`src/asgr_pkg.sv`:
```
// Shared types and constants for the ANSI SGR text cell writer.
package asgr_pkg;

    localparam logic [7:0] MAX_COLUMNS = 8'd128;
    localparam logic [6:0] MAX_ROWS    = 7'd64;

    localparam logic [7:0] RESET_COLUMNS = 8'd80;
    localparam logic [6:0] RESET_ROWS    = 7'd25;

    localparam int QUEUE_DEPTH = 2;
    localparam int QPTR_W      = $clog2(QUEUE_DEPTH);

    localparam logic [1:0] CFG_COLUMNS = 2'd0;
    localparam logic [1:0] CFG_ROWS    = 2'd1;

    localparam logic [15:0] SYM_ESC     = 16'h001B;
    localparam logic [15:0] SYM_LF      = 16'h000A;
    localparam logic [15:0] SYM_CR      = 16'h000D;
    localparam logic [15:0] SYM_BRACKET = 16'h005B;
    localparam logic [15:0] SYM_M       = 16'h006D;
    localparam logic [15:0] SYM_SEMI    = 16'h003B;
    localparam logic [15:0] SYM_ZERO    = 16'h0030;
    localparam logic [15:0] SYM_NINE    = 16'h0039;

    localparam logic [7:0] CHAR_SPACE = 8'h20;
    localparam logic [4:0] FG_DEFAULT = 5'd9;

    localparam logic [6:0] SGR_RESET   = 7'd0;
    localparam logic [6:0] SGR_BOLD    = 7'd1;
    localparam logic [6:0] SGR_FG_LO   = 7'd30;
    localparam logic [6:0] SGR_FG_HI   = 7'd39;
    localparam logic [6:0] SGR_BG_LO   = 7'd40;
    localparam logic [6:0] SGR_BG_HI   = 7'd47;
    localparam logic [6:0] SGR_BG_ZMAX = 7'd49;
    localparam logic [4:0] BOLD_OFFSET = 5'd10;

    typedef enum logic [1:0] {
        MODE_PLAIN,
        MODE_ESCAPE,
        MODE_BRACKET
    } t_mode;

    typedef enum logic {
        KIND_CELL  = 1'b0,
        KIND_CLEAR = 1'b1
    } t_kind;

    typedef struct packed {
        t_kind      kind;
        logic [5:0] row;
        logic [6:0] col;
        logic [7:0] char_code;
        logic [7:0] attribute;
        logic       wrapped;
    } t_req;

endpackage

```
`src/asgr_front.sv`:
```
// Front end: configuration, SGR parser, colour and cursor state, request build.
module asgr_front
    import asgr_pkg::*;
(
    input  logic        i_clk,
    input  logic        i_rst_n,
    input  logic        i_cfg_we,
    input  logic [1:0]  i_cfg_index,
    input  logic [7:0]  i_cfg_data,
    input  logic        i_accept,
    input  logic [15:0] i_symbol,
    output logic        o_push,
    output t_req        o_req,
    output logic [7:0]  o_cols
);

    logic [7:0] r_cfg_cols;
    logic [6:0] r_cfg_rows;
    t_mode      r_mode, n_mode;
    logic [6:0] r_num, n_num;
    logic [4:0] r_fg, n_fg;
    logic [2:0] r_bg, n_bg;
    logic       r_bold, n_bold;
    logic [5:0] r_row, n_row;
    logic [6:0] r_col, n_col;
    logic       r_wrap, n_wrap;

    logic [7:0] cols_eff;
    logic [6:0] rows_eff;
    logic [6:0] col_sat;
    logic [5:0] row_sat;
    logic [6:0] row_inc;
    logic [5:0] row_adv;
    logic       wrap_adv;
    logic [7:0] col_inc;
    logic       is_digit;
    logic [6:0] digit;
    logic       num_accept;

    always_comb begin
        if (r_cfg_cols == 8'd0)             cols_eff = 8'd1;
        else if (r_cfg_cols > MAX_COLUMNS)  cols_eff = MAX_COLUMNS;
        else                                cols_eff = r_cfg_cols;
        if (r_cfg_rows == 7'd0)             rows_eff = 7'd1;
        else if (r_cfg_rows > MAX_ROWS)     rows_eff = MAX_ROWS;
        else                                rows_eff = r_cfg_rows;
    end

    // clamp a cursor left outside a shrunken grid
    always_comb begin
        col_sat  = ({1'b0, r_col} >= cols_eff) ? 7'(cols_eff - 8'd1) : r_col;
        row_sat  = ({1'b0, r_row} >= rows_eff) ? 6'(rows_eff - 7'd1) : r_row;
        row_inc  = {1'b0, row_sat} + 7'd1;
        wrap_adv = (row_inc >= rows_eff);
        row_adv  = wrap_adv ? 6'd0 : row_inc[5:0];
        col_inc  = {1'b0, col_sat} + 8'd1;
        is_digit = (i_symbol >= SYM_ZERO) && (i_symbol <= SYM_NINE);
        digit    = 7'(i_symbol - SYM_ZERO);
        num_accept = (r_num <= 7'd9);
    end

    // next parse mode
    always_comb begin
        n_mode = r_mode;
        if (i_accept) begin
            unique case (r_mode)
                MODE_ESCAPE: begin
                    n_mode = (i_symbol == SYM_BRACKET) ? MODE_BRACKET : MODE_PLAIN;
                end
                MODE_BRACKET: begin
                    if (i_symbol == SYM_M)
                        n_mode = MODE_PLAIN;
                    else if (i_symbol == SYM_SEMI)
                        n_mode = MODE_BRACKET;
                    else if (is_digit && (r_num == 7'd0 || num_accept))
                        n_mode = MODE_BRACKET;
                    else
                        n_mode = MODE_PLAIN;
                end
                default: begin
                    n_mode = (i_symbol == SYM_ESC) ? MODE_ESCAPE : MODE_PLAIN;
                end
            endcase
        end
    end

    // datapath and request for each mode
    always_comb begin
        n_num  = r_num;
        n_fg   = r_fg;
        n_bg   = r_bg;
        n_bold = r_bold;
        n_row  = r_row;
        n_col  = r_col;
        n_wrap = r_wrap;
        o_push = 1'b0;
        o_req  = '0;
        if (i_accept) begin
            n_row = row_sat;
            n_col = col_sat;
            unique case (r_mode)
                MODE_ESCAPE: begin
                    n_num = 7'd0;
                end
                MODE_BRACKET: begin
                    if (i_symbol == SYM_M || i_symbol == SYM_SEMI) begin
                        n_num = 7'd0;
                        if (r_num == SGR_RESET) begin
                            n_fg   = FG_DEFAULT;
                            n_bg   = 3'd0;
                            n_bold = 1'b0;
                        end else if (r_num == SGR_BOLD) begin
                            n_bold = 1'b1;
                        end
                        if (r_num >= SGR_FG_LO && r_num <= SGR_FG_HI) begin
                            n_fg = 5'(r_num - SGR_FG_LO) + (r_bold ? BOLD_OFFSET : 5'd0);
                        end else if (r_num >= SGR_BG_LO && r_num <= SGR_BG_ZMAX) begin
                            n_bg = (r_num > SGR_BG_HI) ? 3'd0 : 3'(r_num - SGR_BG_LO);
                        end
                    end else if (is_digit) begin
                        if (r_num == 7'd0)
                            n_num = digit;
                        else if (num_accept)
                            n_num = 7'(r_num * 7'd10) + digit;
                    end
                end
                default: begin
                    if (i_symbol == SYM_ESC) begin
                        n_num = 7'd0;
                    end else if (i_symbol == SYM_CR) begin
                        n_col = 7'd0;
                    end else if (i_symbol == SYM_LF) begin
                        n_col  = 7'd0;
                        n_row  = row_adv;
                        n_wrap = r_wrap | wrap_adv;
                        o_push = 1'b1;
                        o_req.kind      = KIND_CLEAR;
                        o_req.row       = row_adv;
                        o_req.col       = 7'd0;
                        o_req.char_code = CHAR_SPACE;
                        o_req.attribute = 8'd0;
                        o_req.wrapped   = r_wrap | wrap_adv;
                    end else begin
                        o_push = 1'b1;
                        o_req.kind      = KIND_CELL;
                        o_req.row       = row_sat;
                        o_req.col       = col_sat;
                        o_req.char_code = i_symbol[7:0];
                        o_req.attribute = {r_bg, r_fg};
                        o_req.wrapped   = r_wrap;
                        // advance, moving to the next row at row end
                        if (col_inc >= cols_eff) begin
                            n_col  = 7'd0;
                            n_row  = row_adv;
                            n_wrap = r_wrap | wrap_adv;
                            o_req.wrapped = r_wrap | wrap_adv;
                        end else begin
                            n_col = col_inc[6:0];
                        end
                    end
                end
            endcase
        end
    end

    always_ff @(posedge i_clk) begin
        if (!i_rst_n) begin
            r_cfg_cols <= RESET_COLUMNS;
            r_cfg_rows <= RESET_ROWS;
            r_mode     <= MODE_PLAIN;
            r_num      <= 7'd0;
            r_fg       <= FG_DEFAULT;
            r_bg       <= 3'd0;
            r_bold     <= 1'b0;
            r_row      <= 6'd0;
            r_col      <= 7'd0;
            r_wrap     <= 1'b0;
        end else begin
            if (i_cfg_we && i_cfg_index == CFG_COLUMNS) r_cfg_cols <= i_cfg_data;
            if (i_cfg_we && i_cfg_index == CFG_ROWS)    r_cfg_rows <= i_cfg_data[6:0];
            r_mode <= n_mode;
            r_num  <= n_num;
            r_fg   <= n_fg;
            r_bg   <= n_bg;
            r_bold <= n_bold;
            r_row  <= n_row;
            r_col  <= n_col;
            r_wrap <= n_wrap;
        end
    end

    assign o_cols = cols_eff;

endmodule

```
`src/asgr_queue.sv`:
```
// Short request queue between the parser and the cell write stage.
module asgr_queue
    import asgr_pkg::*;
(
    input  logic i_clk,
    input  logic i_rst_n,
    input  logic i_push,
    input  t_req i_req,
    input  logic i_pop,
    output t_req o_req,
    output logic o_empty,
    output logic o_full
);

    t_req              r_mem [QUEUE_DEPTH];
    logic [QPTR_W-1:0] r_wr_ptr;
    logic [QPTR_W-1:0] r_rd_ptr;
    logic [QPTR_W:0]   r_count;

    assign o_empty = (r_count == '0);
    assign o_full  = (r_count == (QPTR_W+1)'(QUEUE_DEPTH));
    assign o_req   = r_mem[r_rd_ptr];

    always_ff @(posedge i_clk) begin
        if (i_push) r_mem[r_wr_ptr] <= i_req;
    end

    always_ff @(posedge i_clk) begin
        if (!i_rst_n) begin
            r_wr_ptr <= '0;
            r_rd_ptr <= '0;
            r_count  <= '0;
        end else begin
            if (i_push)
                r_wr_ptr <= (r_wr_ptr == QPTR_W'(QUEUE_DEPTH - 1)) ? '0 : r_wr_ptr + 1'b1;
            if (i_pop)
                r_rd_ptr <= (r_rd_ptr == QPTR_W'(QUEUE_DEPTH - 1)) ? '0 : r_rd_ptr + 1'b1;
            if (i_push && !i_pop)
                r_count <= r_count + 1'b1;
            else if (i_pop && !i_push)
                r_count <= r_count - 1'b1;
        end
    end

    a_no_overflow: assert property (@(posedge i_clk) disable iff (!i_rst_n)
        !(i_push && o_full && !i_pop))
        else $error("request pushed into a full queue");

    a_no_underflow: assert property (@(posedge i_clk) disable iff (!i_rst_n)
        !(i_pop && o_empty))
        else $error("request popped from an empty queue");

    a_count_up: assert property (@(posedge i_clk) disable iff (!i_rst_n)
        (i_push && !i_pop) |=> (r_count == $past(r_count) + 1'b1))
        else $error("queue count missed a push");

endmodule

```
`src/asgr_back.sv`:
```
// Back end: cell address computation and the output register.
module asgr_back
    import asgr_pkg::*;
(
    input  logic        i_clk,
    input  logic        i_rst_n,
    input  t_req        i_req,
    input  logic        i_empty,
    input  logic [7:0]  i_cols,
    output logic        o_pop,
    input  logic        i_ready,
    output logic        o_valid,
    output logic        o_write_kind,
    output logic [12:0] o_cell_index,
    output logic [7:0]  o_char_code,
    output logic [7:0]  o_attribute,
    output logic        o_wrapped
);

    logic        r_valid;
    logic [13:0] cell_sum;

    assign o_pop    = !i_empty && (!r_valid || i_ready);
    assign cell_sum = (14'(i_req.row) * 14'(i_cols)) + 14'(i_req.col);

    always_ff @(posedge i_clk) begin
        if (!i_rst_n) begin
            r_valid <= 1'b0;
        end else if (o_pop) begin
            r_valid <= 1'b1;
        end else if (i_ready) begin
            r_valid <= 1'b0;
        end
    end

    always_ff @(posedge i_clk) begin
        if (o_pop) begin
            o_write_kind <= i_req.kind;
            o_cell_index <= cell_sum[12:0];
            o_char_code  <= i_req.char_code;
            o_attribute  <= i_req.attribute;
            o_wrapped    <= i_req.wrapped;
        end
    end

    assign o_valid = r_valid;

endmodule

```
`src/ansi_sgr_text_cell_writer_unit.sv`:
```
// Top level of the ANSI SGR text cell writer.
//
// Input channel: i_valid / o_ready carry one 16-bit symbol per request.
// Output channel: o_valid / i_ready carry one cell write or row clear.
// Configuration: i_cfg_we with i_cfg_index selects column_count (0) or
// row_count (1); i_cfg_data is taken at the clock edge, no handshake.
//
// The parser and cursor logic take one symbol per cycle while o_ready is
// high and push a write request into a two-entry queue. The back stage
// computes the cell index (one small multiply) and registers the result,
// so a symbol that makes a write passes through the queue and then the
// output register before it shows on the outputs. Throughput is one
// symbol per cycle as long as the receiver takes results. Escape
// sequences and carriage returns produce no output.
// When the receiver stalls, the output register holds and the queue fills;
// o_ready falls once the queue is full. Reset clears the parser, colour,
// cursor and queue, and restores the 80 x 25 grid size.
module ansi_sgr_text_cell_writer_unit
    import asgr_pkg::*;
(
    input  logic        i_clk,
    input  logic        i_rst_n,
    input  logic        i_cfg_we,
    input  logic [1:0]  i_cfg_index,
    input  logic [7:0]  i_cfg_data,
    input  logic        i_valid,
    output logic        o_ready,
    input  logic [15:0] i_symbol,
    output logic        o_valid,
    input  logic        i_ready,
    output logic        o_write_kind,
    output logic [12:0] o_cell_index,
    output logic [7:0]  o_char_code,
    output logic [7:0]  o_attribute,
    output logic        o_wrapped
);

    logic       accept;
    logic       push;
    t_req       front_req;
    t_req       queue_req;
    logic [7:0] cols;
    logic       pop;
    logic       q_empty;
    logic       q_full;

    assign o_ready = !q_full;
    assign accept  = i_valid && o_ready;

    asgr_front u_front (
        .i_clk       (i_clk),
        .i_rst_n     (i_rst_n),
        .i_cfg_we    (i_cfg_we),
        .i_cfg_index (i_cfg_index),
        .i_cfg_data  (i_cfg_data),
        .i_accept    (accept),
        .i_symbol    (i_symbol),
        .o_push      (push),
        .o_req       (front_req),
        .o_cols      (cols)
    );

    asgr_queue u_queue (
        .i_clk   (i_clk),
        .i_rst_n (i_rst_n),
        .i_push  (push),
        .i_req   (front_req),
        .i_pop   (pop),
        .o_req   (queue_req),
        .o_empty (q_empty),
        .o_full  (q_full)
    );

    asgr_back u_back (
        .i_clk        (i_clk),
        .i_rst_n      (i_rst_n),
        .i_req        (queue_req),
        .i_empty      (q_empty),
        .i_cols       (cols),
        .o_pop        (pop),
        .i_ready      (i_ready),
        .o_valid      (o_valid),
        .o_write_kind (o_write_kind),
        .o_cell_index (o_cell_index),
        .o_char_code  (o_char_code),
        .o_attribute  (o_attribute),
        .o_wrapped    (o_wrapped)
    );

endmodule
```
`config.mk`:
```
export PLATFORM = sky130hd
export DESIGN_NAME = ansi_sgr_text_cell_writer_unit
export DESIGN_NICKNAME = d
export VERILOG_FILES = /design/src/asgr_pkg.sv /design/src/asgr_front.sv /design/src/asgr_queue.sv /design/src/asgr_back.sv /design/src/ansi_sgr_text_cell_writer_unit.sv
export SDC_FILE = /design/constraint.sdc
export NUM_CORES = 1
export LEC_CHECK = 0
export BUFFER_PORTS_ARGS = -buffer_cell sky130_fd_sc_hd__clkbuf_2
export CAP_MARGIN = 20
export CORE_MARGIN = 3
export CORE_UTILIZATION = 54
export CTS_CLUSTER_SIZE = 20
export DETAILED_ROUTE_END_ITERATION = 7
export PLACE_DENSITY = 0.75
export SYNTH_ARGS = -nofsm -noshare
export SYNTH_HDL_FRONTEND = slang
export SYNTH_SLANG_ARGS = --single-unit
```
`constraint.sdc`:
```
create_clock -name i_clk -period 5.4 [get_ports i_clk]
set_clock_uncertainty 0.1 [all_clocks]
set_input_delay 0.27 -clock i_clk [delete_from_list [all_inputs] [get_ports i_clk]]
set_output_delay 0.27 -clock i_clk [all_outputs]
set_load 0.03 [all_outputs]
```
# --- Word-level counts from Yosys, hierarchy flattened ---
# Memories as Yosys holds them, arrays and structs flattened. A register that Yosys moved wholly into a read port is not among the register bits.
# Cells that the tools add are included.
word_totals:
  reg_bits: 83
  latch_bits: 0
  ramBits: 62
  word_cells: 160
  mem_bits_ro: 0
  n_memories: 1
op_classes:
  n_bitwise: 4
  shift: 0
  eq_ne: 13
  reduce_logical: 34
  n_lt_le_gt_ge: 14
  div_mod_pow: 0
  mul: 2
  muxes: 59
  addsub: 14
mem_list:
  columns: ["name", "words", "width", "rd", "rd_ports_with_merged_regs", "wr", "line", "text"]
  rows:
  - ["u_queue.r_mem", 2, 31, 1, 1, 1, "asgr_queue.sv:15", "t_req r_mem [QUEUE_DEPTH];"]
ops:
  columns: ["op", "count"]
  rows:
  - ["$mux W31", 5]
  - ["$mux W7", 13]
  - ["$mux W6", 7]
  - ["$eq A16 B4 Y1 const B", 2]
  - ["$eq A16 B7 Y1 const B", 2]
  - ["$mux W1", 17]
  - ["$eq A16 B5 Y1 const B", 1]
  - ["$eq A16 B6 Y1 const B", 1]
  - ["$ge A16 B6 Y1 const B", 1]
  - ["$le A16 B6 Y1 const B", 1]
  - ["$mux W8", 2]
  - ["$reduce_and A4 Y1", 4]
  - ["$le A7 B6 Y1 const B", 2]
  - ["$logic_not A7 Y1", 2]
  - ["$pmux W7 S2", 1]
  - ["$add A13 B7 Y13", 1]
  - ["$mul A6 B8 Y13", 1]
  - ["$mux W2", 6]
  - ["$mux W3", 4]
  - ["$logic_and A1 B1 Y1", 10]
  - ["$mux W5", 2]
  - ["$add A7 B1 Y8 const B", 1]
  - ["$ge A7 B8 Y1", 1]
  - ["$ge A8 B8 Y1", 1]
  - ["other kinds (37)", 52]

# --- Longest topological paths before layout ---
# Gate-level depths: netlist of run 1.
depth:
  word_depth: 14
  depth_mapped: 24
  depth_no_buf: 23

# --- Cells and area by module ---
# A second synthesis of run 1 with hierarchy kept.
hier_totals:
  hier_cells: 927
  area_unflattened_um2: 9623.0
modules_own_cells:
  columns: ["mod", "instances", "seq_area_each_um2", "cells_each", "area_per_inst_um2"]
  rows:
  - ["asgr_front", 1, 940.9, 573, 4448.0]
  - ["asgr_back", 1, 950.9, 234, 2720.1]
  - ["asgr_queue", 1, 1961.9, 118, 2444.8]
  - ["ansi_sgr_text_cell_writer_unit", 1, 0.0, 2, 10.0]

# --- Worst setup path before layout of run 1 ---
# Ideal clock, no wire load.
synth_timing:
  kind: "register to register"
  from: "register (tool-made name)"
  to: "register u_back.o_cell_index[11], data pin"
  setup_ps: 258
  path_stages_with_launch: 19
  n_path_buf: 3
  arrival_time_ps: 5005
  slack_ps: 37
  path_cell_list: "dfxtp_1 -> clkbuf_1 -> clkbuf_1 -> buf_1 -> mux2i_1 -> nor2_1 -> fa_1 -> inv_1 -> fa_1 -> fa_1 -> inv_1 -> fa_1 -> ha_1 -> inv_1 -> o21bai_1 -> a2111oi_0 -> o31ai_1 -> a21oi_1 -> xnor2_1"
synth_lines:
  columns: ["item", "line", "text"]
  rows:
  - ["to (signal assigned)", "asgr_back.sv:39", "o_cell_index <= cell_sum[12:0];"]
  - ["to (decl)", "asgr_back.sv:14", "output logic [12:0] o_cell_index,"]

# --- Final worst setup path of run 1 ---
layout_timing:
  from: "register u_front.r_cfg_cols[3]"
  to: "register u_front.r_row[5]"
layout_between:
  elab_chain_cells: 12
  word_cells_on_any_way: 14
  classes_between: "add/sub: 2; order compare: 3; mux: 8; reduce/logical: 1"
layout_lines:
  columns: ["item", "line", "text"]
  rows:
  - ["from (decl)", "asgr_front.sv:17", "logic [7:0] r_cfg_cols;"]
  - ["from (signal assigned)", "asgr_front.sv:179", "if (i_cfg_we && i_cfg_index == CFG_COLUMNS) r_cfg_cols <= i_cfg_data;"]
  - ["$gt A8 B8 Y1", "asgr_front.sv:42", "else if (r_cfg_cols > MAX_COLUMNS) cols_eff = MAX_COLUMNS;"]
  - ["$mux W8", "asgr_front.sv:42", null]
  - ["$mux W8 (*)", "asgr_front.sv:41", "if (r_cfg_cols == 8'd0) cols_eff = 8'd1;"]
  - ["$sub A7 B1 Y7 / $ge A7 B8 Y1 (equally long branches)", "asgr_front.sv:51", "col_sat = ({1'b0, r_col} >= cols_eff) ? 7'(cols_eff - 8'd1) : r_col;"]
  - ["$mux W7", "asgr_front.sv:51", null]
  - ["$add A7 B1 Y8", "asgr_front.sv:56", "col_inc = {1'b0, col_sat} + 8'd1;"]
  - ["$ge A8 B8 Y1 (*)", "asgr_front.sv:152", "if (col_inc >= cols_eff) begin"]
  - ["$mux W6 (*)", "asgr_front.sv:152", null]
  - ["$mux W6 (*)", "asgr_front.sv:132", "end else if (i_symbol == SYM_LF) begin"]
  - ["$mux W6 (*)", "asgr_front.sv:130", "end else if (i_symbol == SYM_CR) begin"]
  - ["$mux W6 (*)", "asgr_front.sv:128", "if (i_symbol == SYM_ESC) begin"]
  - ["$mux W6 (*)", "asgr_front.sv:101", "unique case (r_mode)"]
  - ["to (signal assigned)", "asgr_front.sv:186", "r_row <= n_row;"]
  - ["to (decl)", "asgr_front.sv:24", "logic [5:0] r_row, n_row;"]
# Mark *: on every way between the ends. The rest lies on a longest branch, timed or not.
# A chain may end at the register's enable or synchronous reset.

==> results of run 1 <==
==> worst min-delay path by stage <==
| stage | start | cells after the start | endpoint |
|---|---|---|---|
| floorplan | i_cfg_data[0] | 2 | u_front.r_cfg_rows[0]$_SDFFE_PN1P_ |
| global route | i_cfg_data[5] | 3 | u_front.r_cfg_rows[5]$_SDFFE_PN0P_ |
| detailed placement | u_front.r_fg[1]$_SDFFE_PN0P_ | 2 | u_front.r_fg[1]$_SDFFE_PN0P_ |
| CTS | i_cfg_data[2] | 3 | u_front.r_cfg_rows[2]$_SDFFE_PN0P_ |
| finish | i_cfg_data[5] | 3 | u_front.r_cfg_rows[5]$_SDFFE_PN0P_ |
| global placement | u_front.r_fg[1]$_SDFFE_PN0P_ | 2 | u_front.r_fg[1]$_SDFFE_PN0P_ |
==> routing by layer <==
metal  track usage, %  part of all wire [%]  vias up  wire, um
met5                0                     0        -         0
met4             6.15                   1.6        0       322
met3             3.63                   5.6       30      1110
met2             35.5                    48      217      9640
met1             30.7                    44     3404      8810
li1                 -                     -     3455         -
==> cell families after synthesis <==
logic type | synth area share, %
XOR/XNOR | 3.91
flip-flops | 41.0
AND/OR/NAND/NOR | 15.6
buffers and inverters | 4.21
adder cells (fa/ha/maj) | 17.4
multiplexers | 6.99
AO/OA/AOI/OAI | 10.9
==> cell type report <==
cell class	instances	area [um^2]	area share (%)
clock buffer	17	425	3.96
clock inverter	15	163	1.51
inverter	77	289	2.69
multi-input combinational	675	5220	48.5
sequential	146	3850	35.9
tap	220	275	2.56
timing repair buffer	89	523	4.87
==> state kept, by name, indices dropped and copies added, names as in the netlist, named ones only <==
name,count
u_front.r_bold,1
u_queue.r_rd_ptr,1
u_queue.r_count,2
u_back.o_attribute,8
u_front.r_wrap,1
u_front.r_mode,2
u_front.r_cfg_rows,7
u_back.o_cell_index,13
u_back.o_valid,1
u_queue.r_wr_ptr,1
u_front.r_bg,3
u_front.r_fg,5
u_front.r_num,7
u_back.o_wrapped,1
u_back.o_write_kind,1
u_back.o_char_code,8
u_front.r_cfg_cols,8
u_queue.r_mem,62
u_front.r_col,7
u_front.r_row,6
==> power by group through the flow <==
stage	Clock, mW	Combinational [mW]	Sequential, mW
2_1_floorplan	0	1.09	1.88
3_3_place_gp	0	1.73	1.63
3_5_place_dp	0	1.76	1.64
4_1_cts	1.18	1.80	1.62
5_1_grt	1.24	2.03	1.64
6_report	1.16	1.81	1.62
==> worst register-to-register path: cells and delay by family, from the launching register on <==
kind,cells,cell delay [ns]
fa+ha+maj,3,0.82
flops,1,0.36
simple gates,5,0.92
xor+xnor,1,0.17
compound gates,11,2.44
buf+inv,1,0.17
==> stage by stage <==
| stage | worst slack [ns] | utilization, % | hold WS (ns) | cells |
|---|---|---|---|---|
| finish | 0.365 | 63.9 | 0.0193 | 1239 |
| global route | 0.00727 | 63.9 | 0.0307 | 1239 |
| CTS | 0.139 | 63.6 | 0.00901 | 1239 |
| detailed placement | 0.195 | 59.8 | 0.350 | 1202 |
| global placement | 0.216 | 59.8 | 0.340 | 1202 |
| floorplan | 0.0372 | - | 0.295 | 924 |
==> layout by cell type, fill, tap and decap left out, drive strengths merged, types with 6 or more instances in the layout <==
master	count
nand4	6
and2	30
a31oi	11
nand2b	6
buf	21
edfxtp	93
nor2	72
xor2	9
nand3	22
nor3	25
mux2i	33
a21o	9
o21ai	31
or3	11
inv	86
dfxtp	53
nand2	79
a211oi	7
mux2	29
clkbuf	80
xnor2	33
nor2b	15
fa	30
a21oi	62
ha	83
==> repair_timing <==
item,CTS,global route
gates resized for setup,0,13
buffers inserted,0,0
hold buffers,5,0
setup endpoints to repair,0,29
hold endpoints to repair,5,0
==> results.py, run 1 <==
metrics = {
    "status": {
        "status": "finished, final reports clean",
    },
    "yosys": {
        "synth_top_area_share_pct": 29.7,
        "synth_edf_count": 93,
        "synthTopCellsByCount": "93 x edfxtp_1, 83 x ha_1, 78 x nand2_1",
        "synth.most_common_cell": "edfxtp_1",
        "yosysTopAreaCell": "edfxtp_1",
        "synth_area_um2": 9400,
        "synth.area.top_cells": "edfxtp_1 30%, dfxtp_1 11%, ha_1 11%",
        "syn_area_per_cell_um2": 10.2,
        "yosysWarnings": 0,
        "synth_cell_types": 60,
        "ys_seq_area_share_pct": 41.0,
        "synth-seq-cells": 146,
        "syn-instance-count": 924,
        "synthArstFlopShare_pct": 0,
        "synthFlopType": "edfxtp_1",
        "syn-num-nets": 1068,
    },
    "sta": {
        "hold_viol": 0,
        "worstMarginPinSlew_ns": 0.953,
        "timing.fmax_mhz": 199,
        "rsz0062_at_grt": "no",
        "setup_viol": 0,
        "fin_crit_sh_pct": 93.2,
        "period_needed_ns": 5.04,
        "setup-tns-final_ns": 0,
        "drv_slew": 0,
        "relSlewSlack_pct": 36.2,
    },
    "pwr": {
        "power.total_mw": 4.59,
        "p_seq_share_pct": 35.2,
        "clkPwrFrac_pct": 25.3,
        "p_comb_share_pct": 39.5,
        "irDropWorstVdd_uv": 329,
        "cellLeakagePower_nw": 4.55,
        "p_int_mw": 2.88,
        "power_switching_mw": 1.71,
        "power_density_nw_per_um2": 427,
        "switching_share_pct": 37.2,
    },
    "worst_setup_path": {
        "cp_num_buf_inv": 1,
        "end_kind": "register",
        "crit_start": "u_front.r_cfg_cols[3]$_SDFFE_PN0P_",
        "r2r-end": "u_front.r_row[5]$_SDFFE_PN0P_",
        "path_common_cell": "a21oi_1",
        "path_class": "reg2reg",
        "crit_family": "compound AO/OA/AOI/OAI gates",
        "worstPathMaxFanout": 7,
        "rr_worst_depth": 21,
        "start_kind": "register",
        "reg2reg_slack_ns": 0.36,
        "slowest_stage": "or4_1",
        "arrival_ns": 5.29,
        "crit_chain": "or4_1 > o2bb2ai_2 > buf_4 > ha_1 > nand2b_1 > a2111o_1 > a21oi_2 > nand2_1 > o21ai_0 > ha_2 > o211ai_1 > xor2_1 > a211oi_2 > ha_1 > nand2_1 > a21oi_1 > a21oi_1 > a31o_2 > nor4b_1 > a211o_1 > a21oi_1",
        "worstPathRequired_ns": 5.66,
        "cp.depth": 21,
        "rr_startpoint": "u_front.r_cfg_cols[3]$_SDFFE_PN0P_",
        "cpPeakStageDelay_ns": 0.56,
        "cp-endpoint": "u_front.r_row[5]$_SDFFE_PN0P_",
    },
    "final_layout": {
        "layout.nets": 1150,
        "final_cell_area_um2": 10700,
        "drive_above_1_share_pct": 16.8,
        "fillCellCount": 1358,
        "diodes": 0,
        "area_growth_pct": 14.3,
    },
    "routing": {
        "via_per_inst": 5.74,
        "wl_per_cell_um": 16.0,
        "wl_mm": 19.9,
        "detail-route-antenna-nets": 0,
        "drtIter0Drc": 444,
        "remaining_drc_errors": 0,
        "route.vias.total": 7106,
        "dr.pass1.iters": 5,
    },
    "placed_design": {
        "io_buffers": 63,
        "dpl-instance-area_um2": 10100,
        "dp_hpwl_mm": 14.8,
        "routabilityCongestion": 0.895,
    },
    "floorplanning": {
        "die_area_um2": 19000,
        "rows": 47,
        "die_y_um": 138,
        "start_util_pct": 55.9,
        "core_area_um2": 16800,
        "io_pins": 64,
        "fp.dieW_um": 138,
    },
    "grt": {
        "grt_pass1_wl_mm": 32.9,
        "antenna_found_initial": 0,
        "grt_pass1_vias": 6616,
        "grt_use_total_pct": 21.9,
        "grt_max_degree": 40,
        "grt_overflow": 0,
    },
    "cts": {
        "cts_tree": "done",
        "cts_sinks": 146,
        "cts_buffer_depth": 2,
        "cts_buffers": 17,
        "htreeDepth": 4,
        "clock-root-buffer": "clkbuf_16",
        "clk_pin_slew_ns": 0.07,
        "insertion_delay_ns": 0.42,
    },
    "min_path": {
        "hold_path.class": "in2reg",
    },
    "flow_run": {
        "max-cap-violations": 0,
    },
}
Power figures use the tool's default switching activity.
==> run 2, diff against run 1 <==
--- a/config.mk
+++ b/config.mk
@@ -12,6 +12,7 @@
 export CTS_CLUSTER_SIZE = 20
 export DETAILED_ROUTE_END_ITERATION = 7
 export PLACE_DENSITY = 0.75
+export REMOVE_ABC_BUFFERS = 1
 export SYNTH_ARGS = -nofsm -noshare
 export SYNTH_HDL_FRONTEND = slang
 export SYNTH_SLANG_ARGS = --single-unit
==> run 2 against run 1 <==
Effect of this change:
- first-iteration DRC count rose by 8.3%
- largest cell class unchanged
- register-to-register slack got worse by 0.09 ns
- clock-buffer cell count unchanged
- non-clock buffer count increased by 3
==> results.py, run 2 (synthesized netlist as in run 1, its figures left out) <==
metrics = {
    "status": {
        "status": "finished, final reports clean",
    },
    "floorplanning": {
        "core_area_um2": 16800,
        "start_util_pct": 55.9,
        "io_pins": 64,
        "die_area_um2": 19000,
        "die_y_um": 138,
        "fp.dieW_um": 138,
        "rows": 47,
    },
    "sta": {
        "timing.fmax_mhz": 195,
        "worstMarginPinSlew_ns": 0.959,
        "drv_slew": 0,
        "hold_ws_ns": 0.0323,
        "setup-tns-final_ns": 0,
        "period_needed_ns": 5.12,
        "fin_crit_sh_pct": 94.8,
        "hold_viol": 0,
        "relSlewSlack_pct": 35.9,
        "rsz0062_at_grt": "no",
        "setup_viol": 0,
        "setup_slack_ns": 0.279,
    },
    "final_layout": {
        "largest_reg_flops": 62,
        "utilization_pct": 64.4,
        "layout_commonest_cell": "edfxtp_1",
        "drive_above_1_share_pct": 17.0,
        "final_cell_mix": "93 x edfxtp_1, 82 x ha_1, 78 x nand2_1",
        "reg.largest.list": "u_queue.r_mem: 62 flops, u_back.o_cell_index: 13 flops",
        "area_growth_pct": 15.3,
        "layout.nets": 1153,
        "max_flop_register": "u_queue.r_mem",
        "diodes": 0,
    },
    "placed_design": {
        "routabilityCongestion": 0.944,
        "dp_hpwl_mm": 14.9,
        "io_buffers": 63,
        "dpl_worst_slack_ns": 0.0749,
    },
    "routing": {
        "via_per_inst": 5.62,
        "route.vias.total": 6979,
        "wl_per_cell_um": 16.1,
        "remaining_drc_errors": 0,
        "dr.pass1.iters": 5,
        "wl_mm": 20.0,
        "drtIter0Drc": 481,
        "detail-route-antenna-nets": 0,
    },
    "grt": {
        "grt_use_total_pct": 22.0,
        "grt_overflow": 0,
        "grt_pass1_wl_mm": 32.8,
        "antenna_found_initial": 0,
        "grt_pass1_vias": 6579,
        "grt_max_degree": 35,
    },
    "pwr": {
        "power_density_nw_per_um2": 434,
        "power.total_mw": 4.70,
        "cellLeakagePower_nw": 4.59,
        "irDropWorstVdd_uv": 280,
    },
    "worst_setup_path": {
        "end_kind": "register",
        "arrival_ns": 5.19,
        "reg2reg_slack_ns": 0.28,
        "worstPathMaxFanout": 6,
        "start_kind": "register",
        "worstPathRequired_ns": 5.47,
        "path_class": "reg2reg",
    },
    "flow_run": {
        "max-cap-violations": 0,
    },
    "cts": {
        "cts_sinks": 146,
        "insertion_delay_ns": 0.43,
        "clk_pin_slew_ns": 0.07,
        "cts_tree": "done",
        "clock-root-buffer": "clkbuf_16",
        "htreeDepth": 4,
        "cts_buffer_depth": 2,
        "cts_setup_buffers": 0,
        "cts_buffers": 17,
    },
    "min_path": {
        "hold_path.class": "in2reg",
    },
}
==> run 2: metal layers <==
metal | vias up | track usage [%] | share of wire (%)
met5 | - | 0 | 0
met4 | 0 | 6.59 | 1.9
met3 | 36 | 4.17 | 5.2
met2 | 209 | 35.4 | 48
met1 | 3273 | 30.3 | 45
li1 | 3461 | - | -
==> run 2: critical path: stages (launching register included) <==
cell       delay [ns]
dfxtp_1          0.35
or4_1            0.59
o2bb2ai_2        0.19
nand2_1          0.09
fa_1             0.52
fa_1             0.52
fa_1             0.55
inv_1            0.06
fa_1             0.49
ha_1             0.37
nor3_1           0.20
nor2_1           0.08
a31oi_2          0.22
nor2b_1          0.07
o21ai_0          0.21
a21oi_1          0.11
xnor2_1          0.14
==> run 2: layout make-up <==
cell class              instances  area (um^2)
well taps                     220          275
fillers                      1358         5980
multi-input cells             675         5230
clock buffers                  17          425
flip-flops and latches        146         3850
inverters                      77          289
clock inverters                15          211
repair buffers                 92          551
==> run 2: worst paths after layout <==
kind	start	end	cells past startpoint
min reg2reg	u_front.r_fg[4]$_SDFFE_PN0P_	u_front.r_fg[4]$_SDFFE_PN0P_	2
min	i_cfg_data[2]	u_front.r_cfg_cols[2]$_SDFFE_PN0P_	3
max reg2reg	u_front.r_cfg_cols[2]$_SDFFE_PN0P_	u_back.o_cell_index[12]$_DFFE_PP_	16
max	u_front.r_cfg_cols[2]$_SDFFE_PN0P_	u_back.o_cell_index[12]$_DFFE_PP_	16
==> run 2: metrics by stage <==
stage          cell area [um^2]  instances
2_1_floorplan              9290        898
3_3_place_gp              10100       1203
3_5_place_dp              10100       1203
4_1_cts                   10800       1242
5_1_grt                   10800       1242
6_report                  10800       1242
==> run 2: what timing repair did <==
| item | 4_1_cts | 5_1_grt |
|---|---|---|
| hold buffers | 7 | 0 |
| setup endpoints to repair | 0 | 31 |
| resized for setup | 0 | 16 |
| endpoints found under the hold margin | 8 | 0 |
==> run 2: report_power, final <==
| part | total (mW) | internal [mW] | switching [mW] | leakage [nW] |
|---|---|---|---|---|
| Combinational | 1.84 | 0.709 | 1.13 | 2.96 |
| Clock | 1.23 | 0.712 | 0.523 | 0.310 |
| Sequential | 1.62 | 1.53 | 0.0885 | 1.33 |
| Total | 4.70 | 2.95 | 1.75 | 4.59 |
==> run 3, diff against run 2 <==
--- a/config.mk
+++ b/config.mk
@@ -11,8 +11,9 @@
 export CORE_UTILIZATION = 54
 export CTS_CLUSTER_SIZE = 20
 export DETAILED_ROUTE_END_ITERATION = 7
-export PLACE_DENSITY = 0.75
+export PLACE_DENSITY = 0.72
 export REMOVE_ABC_BUFFERS = 1
+export SKIP_CTS_REPAIR_TIMING = 1
 export SYNTH_ARGS = -nofsm -noshare
 export SYNTH_HDL_FRONTEND = slang
 export SYNTH_SLANG_ARGS = --single-unit
==> constraint.sdc (replaced) <==
create_clock -name i_clk -period 5.9 [get_ports i_clk]
set_clock_uncertainty 0.1 [all_clocks]
set_input_delay 0.295 -clock i_clk [delete_from_list [all_inputs] [get_ports i_clk]]
set_output_delay 0.295 -clock i_clk [all_outputs]
set_load 0.03 [all_outputs]
==> run 3 against run 2 <==
Effect of this change:
- sequential power down 9%
- global-route usage up 0.32 points
- largest cell class unchanged
- highest routed layer unchanged
- clock-buffer cell count up 1
- critical path type unchanged
- clock power down 13%
- setup slack better by 0.12 ns
==> results.py, run 3 (synthesized netlist as in run 1, its figures left out) <==
metrics = {
    "cts": {
        "clk_pin_slew_ns": 0.06,
        "cts_sinks": 146,
        "htreeDepth": 4,
        "cts_buffer_depth": 2,
        "insertion_delay_ns": 0.43,
        "cts_tree": "done",
        "clock-root-buffer": "clkbuf_16",
        "cts_buffers": 17,
    },
    "pwr": {
        "power.total_mw": 4.17,
        "irDropWorstVdd_uv": 292,
        "cellLeakagePower_nw": 4.49,
        "power_density_nw_per_um2": 393,
    },
    "sta": {
        "relSlewSlack_pct": 34.6,
        "drv_slew": 0,
        "worstMarginPinSlew_ns": 0.979,
        "hold_viol": 0,
        "hold_ws_ns": 0.0140,
        "setup_viol": 0,
        "fin_crit_sh_pct": 93.3,
        "setup_slack_ns": 0.397,
        "rsz0062_at_grt": "no",
        "timing.fmax_mhz": 182,
        "setup-tns-final_ns": 0,
        "period_needed_ns": 5.50,
    },
    "worst_setup_path": {
        "path_class": "reg2reg",
        "start_kind": "register",
        "end_kind": "register",
        "arrival_ns": 5.71,
        "worstPathRequired_ns": 6.11,
        "worstPathMaxFanout": 11,
    },
    "grt": {
        "antenna_found_initial": 0,
        "grt_max_degree": 39,
        "grt_use_total_pct": 22.3,
        "grt_overflow": 0,
        "grt_pass1_wl_mm": 33.1,
        "grt_pass1_vias": 6572,
    },
    "placed_design": {
        "routabilityCongestion": 0.910,
        "io_buffers": 63,
        "dpl-instance-area_um2": 9990,
        "place_inst": 1194,
        "dp_hpwl_mm": 14.8,
        "dpl_worst_slack_ns": 0.412,
    },
    "routing": {
        "remaining_drc_errors": 0,
        "dr.pass1.iters": 5,
        "drtIter0Drc": 497,
        "wl_mm": 19.9,
        "wl_per_cell_um": 16.2,
        "detail-route-antenna-nets": 0,
        "route.vias.total": 6910,
        "via_per_inst": 5.64,
    },
    "final_layout": {
        "multi_input_area_um2": 5170,
        "largest_reg_flops": 62,
        "max_flop_register": "u_queue.r_mem",
        "layout.nets": 1137,
        "final_cell_area_um2": 10600,
        "utilization_pct": 63.0,
        "fin_cells": 1226,
        "seqCellArea_um2": 3850,
        "fillCellCount": 1410,
        "reg.largest.list": "u_queue.r_mem: 62 flops, u_back.o_cell_index: 13 flops",
        "drive_above_1_share_pct": 15.7,
        "area_growth_pct": 12.7,
        "final_cell_mix": "93 x edfxtp_1, 83 x ha_1, 78 x nand2_1",
        "layout_commonest_cell": "edfxtp_1",
        "diodes": 0,
    },
    "floorplanning": {
        "die_area_um2": 19000,
        "io_pins": 64,
        "die_y_um": 138,
        "start_util_pct": 55.9,
        "fp.dieW_um": 138,
        "rows": 47,
        "core_area_um2": 16800,
    },
    "flow_run": {
        "max-cap-violations": 0,
    },
    "status": {
        "status": "finished, final reports clean",
    },
    "min_path": {
        "hold_path.class": "in2reg",
    },
}
[run 3: metal layers]
metal | part of all wire, % | vias to the layer above | global-route usage (%)
met5 | 0 | - | 0
met4 | 1.8 | 0 | 6.42
met3 | 3.9 | 29 | 4.17
met2 | 46 | 159 | 34.7
met1 | 48 | 3296 | 32.0
li1 | - | 3426 | -
[run 3: path summary, 6_finish.rpt]
| check | cells past startpoint | from | to | slack [ns] |
|---|---|---|---|---|
| max | 21 | u_front.r_cfg_cols[2]$_SDFFE_PN0P_ | u_front.r_row[4]$_SDFFE_PN0P_ | 0.40 |
| min | 3 | i_cfg_data[0] | u_front.r_cfg_rows[0]$_SDFFE_PN1P_ | 0.01 |
| max reg2reg | 21 | u_front.r_cfg_cols[2]$_SDFFE_PN0P_ | u_front.r_row[4]$_SDFFE_PN0P_ | 0.40 |
| min reg2reg | 2 | u_front.r_fg[1]$_SDFFE_PN0P_ | u_front.r_fg[1]$_SDFFE_PN0P_ | 0.35 |
[run 3: where the power goes]
part	switching [mW]	internal [mW]	total, mW	leakage [nW]
Sequential	0.0764	1.40	1.48	1.33
Clock	0.465	0.602	1.07	0.284
Combinational	1.01	0.619	1.62	2.88
[run 3: cell type report]
cell class	count	share of cell area, %
Clock buffer	18	4.05
Clock inverter	14	1.52
Inverter	77	2.73
Multi-Input combinational cell	675	48.8
Sequential cell	146	36.4
Tap cell	220	2.60
Timing Repair Buffer	76	3.90
[run 3: critical path, stage by stage, from the launching register on]
cell       delay, ns
dfxtp_1         0.35
or4_1           0.55
o2bb2ai_1       0.16
buf_4           0.17
ha_1            0.23
nand2b_1        0.14
a2111o_1        0.45
a21o_1          0.32
mux2i_2         0.37
inv_1           0.13
ha_1            0.27
o211ai_1        0.13
xor2_1          0.09
a211oi_1        0.37
ha_1            0.32
nand2_1         0.09
a21oi_1         0.08
a21oi_1         0.31
a31o_2          0.30
nor2_1          0.13
a31oi_1         0.22
a21oi_1         0.09
